### config.mk
export PLATFORM = sky130hd
export DESIGN_NAME = tfn_cell
export DESIGN_NICKNAME = d
export VERILOG_FILES = /design/src/sv/assert_macros.svh /design/src/sv/tfn_pkg.sv /design/src/sv/tfn_cell.sv
export SDC_FILE = /design/constraint.sdc
export NUM_CORES = 2
export LEC_CHECK = 0
export ABC_AREA = 1
export ABC_CLOCK_PERIOD_IN_PS = 800
export BUFFER_PORTS_ARGS = -buffer_cell sky130_fd_sc_hd__buf_4
export CAP_MARGIN = 20
export CORE_AREA = 2 2 589 591
export CTS_BUF_LIST = sky130_fd_sc_hd__clkbuf_8
export CTS_CLUSTER_DIAMETER = 60
export DETAILED_ROUTE_END_ITERATION = 6
export DIE_AREA = 0 0 591 593
export PLACE_DENSITY = 0.53
export SLEW_MARGIN = 10
export SYNTH_ARGS = -nofsm -noshare
export SYNTH_HDL_FRONTEND = slang
export SYNTH_SLANG_ARGS = --single-unit
export TNS_END_PERCENT = 30
### constraint.sdc
create_clock -name clk -period 0.8 [get_ports clk]
set_input_delay 0.04 -clock clk [delete_from_list [all_inputs] [get_ports clk]]
set_output_delay 0.04 -clock clk [all_outputs]
set_load 0.005 [all_outputs]
### src/sv/assert_macros.svh
// ---------------------------------------------------------------------------
// assert_macros.svh
// Assertion helpers shared by the RTL.
// ---------------------------------------------------------------------------
`ifndef ASSERT_MACROS_SVH
`define ASSERT_MACROS_SVH

// property holds on every clock edge outside reset
`define ASSERT_ALWAYS(label, clk, rst_n, prop, msg) \
    label: assert property (@(posedge clk) disable iff (!rst_n) (prop)) else $error(msg);

// antecedent implies consequent in the same cycle
`define ASSERT_IMPLIES(label, clk, rst_n, ante, cons, msg) \
    label: assert property (@(posedge clk) disable iff (!rst_n) (ante) |-> (cons)) \
        else $error(msg);

// antecedent implies consequent in the next cycle
`define ASSERT_NEXT(label, clk, rst_n, ante, cons, msg) \
    label: assert property (@(posedge clk) disable iff (!rst_n) (ante) |=> (cons)) \
        else $error(msg);

`endif

### src/sv/tfn_pkg.sv
// ---------------------------------------------------------------------------
// tfn_pkg
// Shared types for the triangle face normal pipeline.
// ---------------------------------------------------------------------------
package tfn_pkg;

    localparam int LANES = 3;

    typedef logic [LANES-1:0] lane_mask_t;

    typedef struct packed {
        logic valid;
        logic degen;
    } tfn_ctl_t;

endpackage

### src/sv/tfn_cell.sv
// ---------------------------------------------------------------------------
// tfn_cell
// One rounding-search step: decides one result bit for all three lanes.
// ---------------------------------------------------------------------------
module tfn_cell #(
    parameter int J  = 0,
    parameter int QW = 15,
    parameter int SW = 70,
    parameter int DW = 104
) (
    input  logic                  clk,
    input  logic                  rst_n,
    input  logic                  en,
    input  tfn_pkg::tfn_ctl_t     ctl_in,
    input  logic [SW-1:0]         s_in,
    input  tfn_pkg::lane_mask_t   neg_in,
    input  logic signed [DW-1:0]  d_in [3],
    input  logic signed [DW-1:0]  g_in [3],
    input  logic [QW-1:0]         q_in [3],
    output tfn_pkg::tfn_ctl_t     ctl_out,
    output logic [SW-1:0]         s_out,
    output tfn_pkg::lane_mask_t   neg_out,
    output logic signed [DW-1:0]  d_out [3],
    output logic signed [DW-1:0]  g_out [3],
    output logic [QW-1:0]         q_out [3]
);

    logic signed [DW-1:0] s_ext;
    logic signed [DW-1:0] cand [3];
    tfn_pkg::tfn_ctl_t    ctl_reg;
    logic [SW-1:0]        s_reg;
    tfn_pkg::lane_mask_t  neg_reg;
    logic signed [DW-1:0] d_reg [3];
    logic signed [DW-1:0] g_reg [3];
    logic [QW-1:0]        q_reg [3];

    assign s_ext = $signed(DW'(s_in));

    always_comb
    begin
        for (int k = 0; k < 3; k++)
        begin
            cand[k] = d_in[k] - (g_in[k] <<< (J + 2)) - (s_ext <<< (2 * J + 2));
        end
    end

    always_ff @(posedge clk or negedge rst_n)
    begin
        if (!rst_n)
        begin
            ctl_reg <= '0;
        end
        else if (en)
        begin
            ctl_reg <= ctl_in;
        end
    end

    always_ff @(posedge clk)
    begin
        if (en)
        begin
            s_reg   <= s_in;
            neg_reg <= neg_in;
            for (int k = 0; k < 3; k++)
            begin
                if (!cand[k][DW-1])
                begin
                    d_reg[k] <= cand[k];
                    g_reg[k] <= g_in[k] + (s_ext <<< (J + 1));
                    q_reg[k] <= q_in[k] | (QW'(1) << J);
                end
                else
                begin
                    d_reg[k] <= d_in[k];
                    g_reg[k] <= g_in[k];
                    q_reg[k] <= q_in[k];
                end
            end
        end
    end

    assign ctl_out = ctl_reg;
    assign s_out   = s_reg;
    assign neg_out = neg_reg;
    assign d_out   = d_reg;
    assign g_out   = g_reg;
    assign q_out   = q_reg;

endmodule

==> results.md <==
* Top-area cell type share of the netlist area at approximately a quarter
* Clock Skews at 0 ns
* Die height at between 500 and 600 um
* DRC viols at 2
* Fmax at between 0.3 and 0.4 GHz
* CTS tree: yes
* Worst skew pair latency at 1.05 ns
* WP data arrival at 3.41 ns
* Hpwl dp at 682000 um
* CP max stage delay at 0.66 ns
* DR iter-0 viols at around 15000
* Comb power frac at about two thirds
* Routed wire length at about 800000 um
* Switching power at 140 mW
* Ratio of cells with drive above 1 in the final layout at 33.3%
* Die W at 591 um
* Post-Layout Cell Count at 26500
* Cell taking the most area after synthesis: nand2_1
* Final Wtd Congestion at 1.10
* Vias per std cell at about 4.9
* Hold_ws at -0.780 ns
* Port Buffers at between 1000 and 1500
* Rows at 216
* Cells after DPL at 24900
* Avg Cell Area, Syn at 6.12 um^2
* Kind of end point of the critical path: flip-flop
* Crit path setup slack, layout at -1.78 ns
* Post-Syn Area at 90900 um^2
* Detailed Routing Iterations Pass 1 at 6
* Failing checks: design-rule violations, negative hold slack, negative setup slack
* Top Family by Delay on Critical Path: buffers and inverters
* Max clock buf depth at 4
* Final min period at 2.58 ns
* Synth Net Count at 16400
* Max Slew Vio Count at 0
* Synth top area cells: nand2_1 25%, edfxtp_1 25%, inv_1 12%
* Remaining antenna violation count at 0
* Num CTS Buffers at ~170
* Actual slew at the worst max-slew pin at between 0.7 and 0.8 ns
* Synth Register Bits at 744
* Die area at 350000 um^2
* Power per cell area at between 1500 and 2000 nW/um^2
* Final hold violations at 93
* Ys flop type: edfxtp_1
* Crit path cell chain: buf_4, dlygate4sd3_1, ha_1, nand2_1, inv_1, nand2_1, nand2_1, a21oi_1, nand2_1, nand2_1, nand3_1, buf_12, xnor2_1, o21ai_1, buf_4
* Clk sinks at about 740
* Worst-path clk slew at 0.06 ns
* Final #Nets at 23300
* Register Area at ~22000 um^2
* Final setup fails at 2109
* Vias in the first global route at 120000
* Congestion Overflow GR at 0
* Slew headroom at a little over half
* Startpoint types: primary input
* DR WL/cell at 30.2 um
* H-tree Lvls at 4
* Max Cap Viol at 0
* Slowest-stage cell, CP: dlygate4sd3_1
* Most frequent cell after synthesis: nand2_1
* First-pass GRT wire length at 1030000 um
* Crit path kind: primary input to flip-flop
* Worst reg-to-reg setup slack at 0.06 ns
* Syn Inst Count at 14900
* Synth unique cells at 44
* Period utilisation layout at 322%
* Worst slack at placement at -4.02 ns
* Largest net degree at the start of global routing at 46
* Synth Warn # at 0
* Static Leak at 88.1 nW
* Clock share of power at ~16%
* Maximum vdd drop at between 1000 and 1500 uV
* Crit-path most repeated cell: nand2_1
* Power Internal at 168 mW
* Unrepaired setup endpoints after global routing: true
* Switching part of the total at 45.5%
* Core Area at around 340000 um^2
* Buf/Inv on CP at 5
* Vias at 130000
* Total GRT Usage at between 40% and 50%
* FILL cells at 36300
* Reg power frac at 19.7%
* Area growth syn-to-layout at 79.8%
* Initial Util at between 20% and 30%
* CTS root buf: clkbuf_8
* Top cell types by occurrence after synthesis: 6007 x nand2_1, 3012 x inv_1, 1147 x nor2_1
* Hold Path Class: primary input to flip-flop
* Multi-input gate area at 61300 um^2
* Worst Path Required at roughly 1.6 ns
* Io pins at 1491
* Sequential area share after synthesis at 24.6%
* Status: complete, but fails checks
* Initial antenna violation count at 140
* Largest fanout on the critical path at 4
* Ys async rst share at 0.269%
* Number of synthesized flops with an enable pin at 742
==> per-layer routing <==
metal / GRT usage (%) / up-vias / part of all wire, %
li1: - / 59900 / -
met1: 53.9 / 61300 / 39
met2: 64.1 / 7268 / 41
met3: 12.8 / 1750 / 11
met4: 32.2 / 72 / 8.9
met5: 0 / - / 0.058
==> what timing repair did <==
action                                   CTS  global route
endpoints found under the setup margin  1368          2042
resized for setup                        862           626
setup buffers                            142            60
pin swaps                                227           152
hold buffers                             841           131
gates cloned                              45            21
endpoints found under the hold margin   1488           165
==> cell usage in the layout (no fill, tap or decap), types with 161 or more instances in the layout <==
cell           count
a21oi_1          559
buf_12           249
buf_4           5459
clkbuf_8         167
dlygate4sd3_1    967
edfxtp_1         742
fa_1             186
ha_1             472
inv_1           2955
nand2_1         5547
nand2_2          366
nand3_1          719
nand4_1          187
nor2_1          1034
nor3_1           161
o21ai_0          262
o21ai_1          231
xnor2_1          214
==> through the flow <==
step                      area, um^2  utilization [%]  TNS (ns)  power (mW)
final                         163000             47.4  -1758.39         308
after global routing          163000             47.4  -1762.55         318
after CTS                     159000             46.1  -1656.47         295
after detailed placement      141000             40.9  -2102.36         229
after global placement        141000             40.9  -2091.93         230
after floorplan                91500                -  -1090.65         119
==> kinds of logic (layout without fill, tap and decap cells) <==
logic type	count (synthesis)	in the layout	share of synthesized area [%]
and+or+nand+nor	8475	8478	37.7
DFF	744	744	24.6
xor gates and xnor gates	359	359	3.46
other	0	81	0
adders and majority gates	825	825	13.1
AOI/OAI and AO/OA	1273	1273	7.35
muxes	2	2	0.0248
buffers and inverters	3188	10200	13.8
==> final cells by class <==
cell class	instances	area share, %
diodes	81	0.124
clock buffers	167	1.41
clock inverters	120	0.644
inverters	3031	7.07
multi-input cells	10900	37.5
flip-flops and latches	744	13.7
well taps	4578	3.50
repair buffers	6865	36.1
==> final timing paths <==
path / endpoint / depth (start not counted) / startpoint
max: g_out[154]$_DFFE_PP_ / 15 / g_in[117]
min: g_out[0]$_DFFE_PP_ / 1 / g_in[0]
max reg2reg: ctl_out[0]$_DFFE_PN0P_ / 1 / ctl_out[0]$_DFFE_PN0P_
min reg2reg: ctl_out[0]$_DFFE_PN0P_ / 1 / ctl_out[0]$_DFFE_PN0P_
max in group asynchronous: ctl_out[1]$_DFFE_PN0P_ / 4 / rst_n
min in group asynchronous: ctl_out[0]$_DFFE_PN0P_ / 4 / rst_n
==> power groups by stage <==
| stage | Clock, mW | Sequential [mW] | Combinational [mW] |
|---|---|---|---|
| 2_1_floorplan | 0 | 58.0 | 61.2 |
| 3_3_place_gp | 0 | 61.2 | 168 |
| 3_5_place_dp | 0 | 60.9 | 168 |
| 4_1_cts | 48.2 | 60.4 | 186 |
| 5_1_grt | 49.6 | 60.7 | 208 |
| 6_report | 48.1 | 60.7 | 200 |
==> sequential cells by signal (all words and copies together) (netlist names) <==
| signal | cells |
|---|---|
| ctl_out | 2 |
| d_out | 312 |
| g_out | 312 |
| neg_out | 3 |
| q_out | 45 |
| s_out | 70 |
Note: power is estimated with default switching activity, not from simulation.
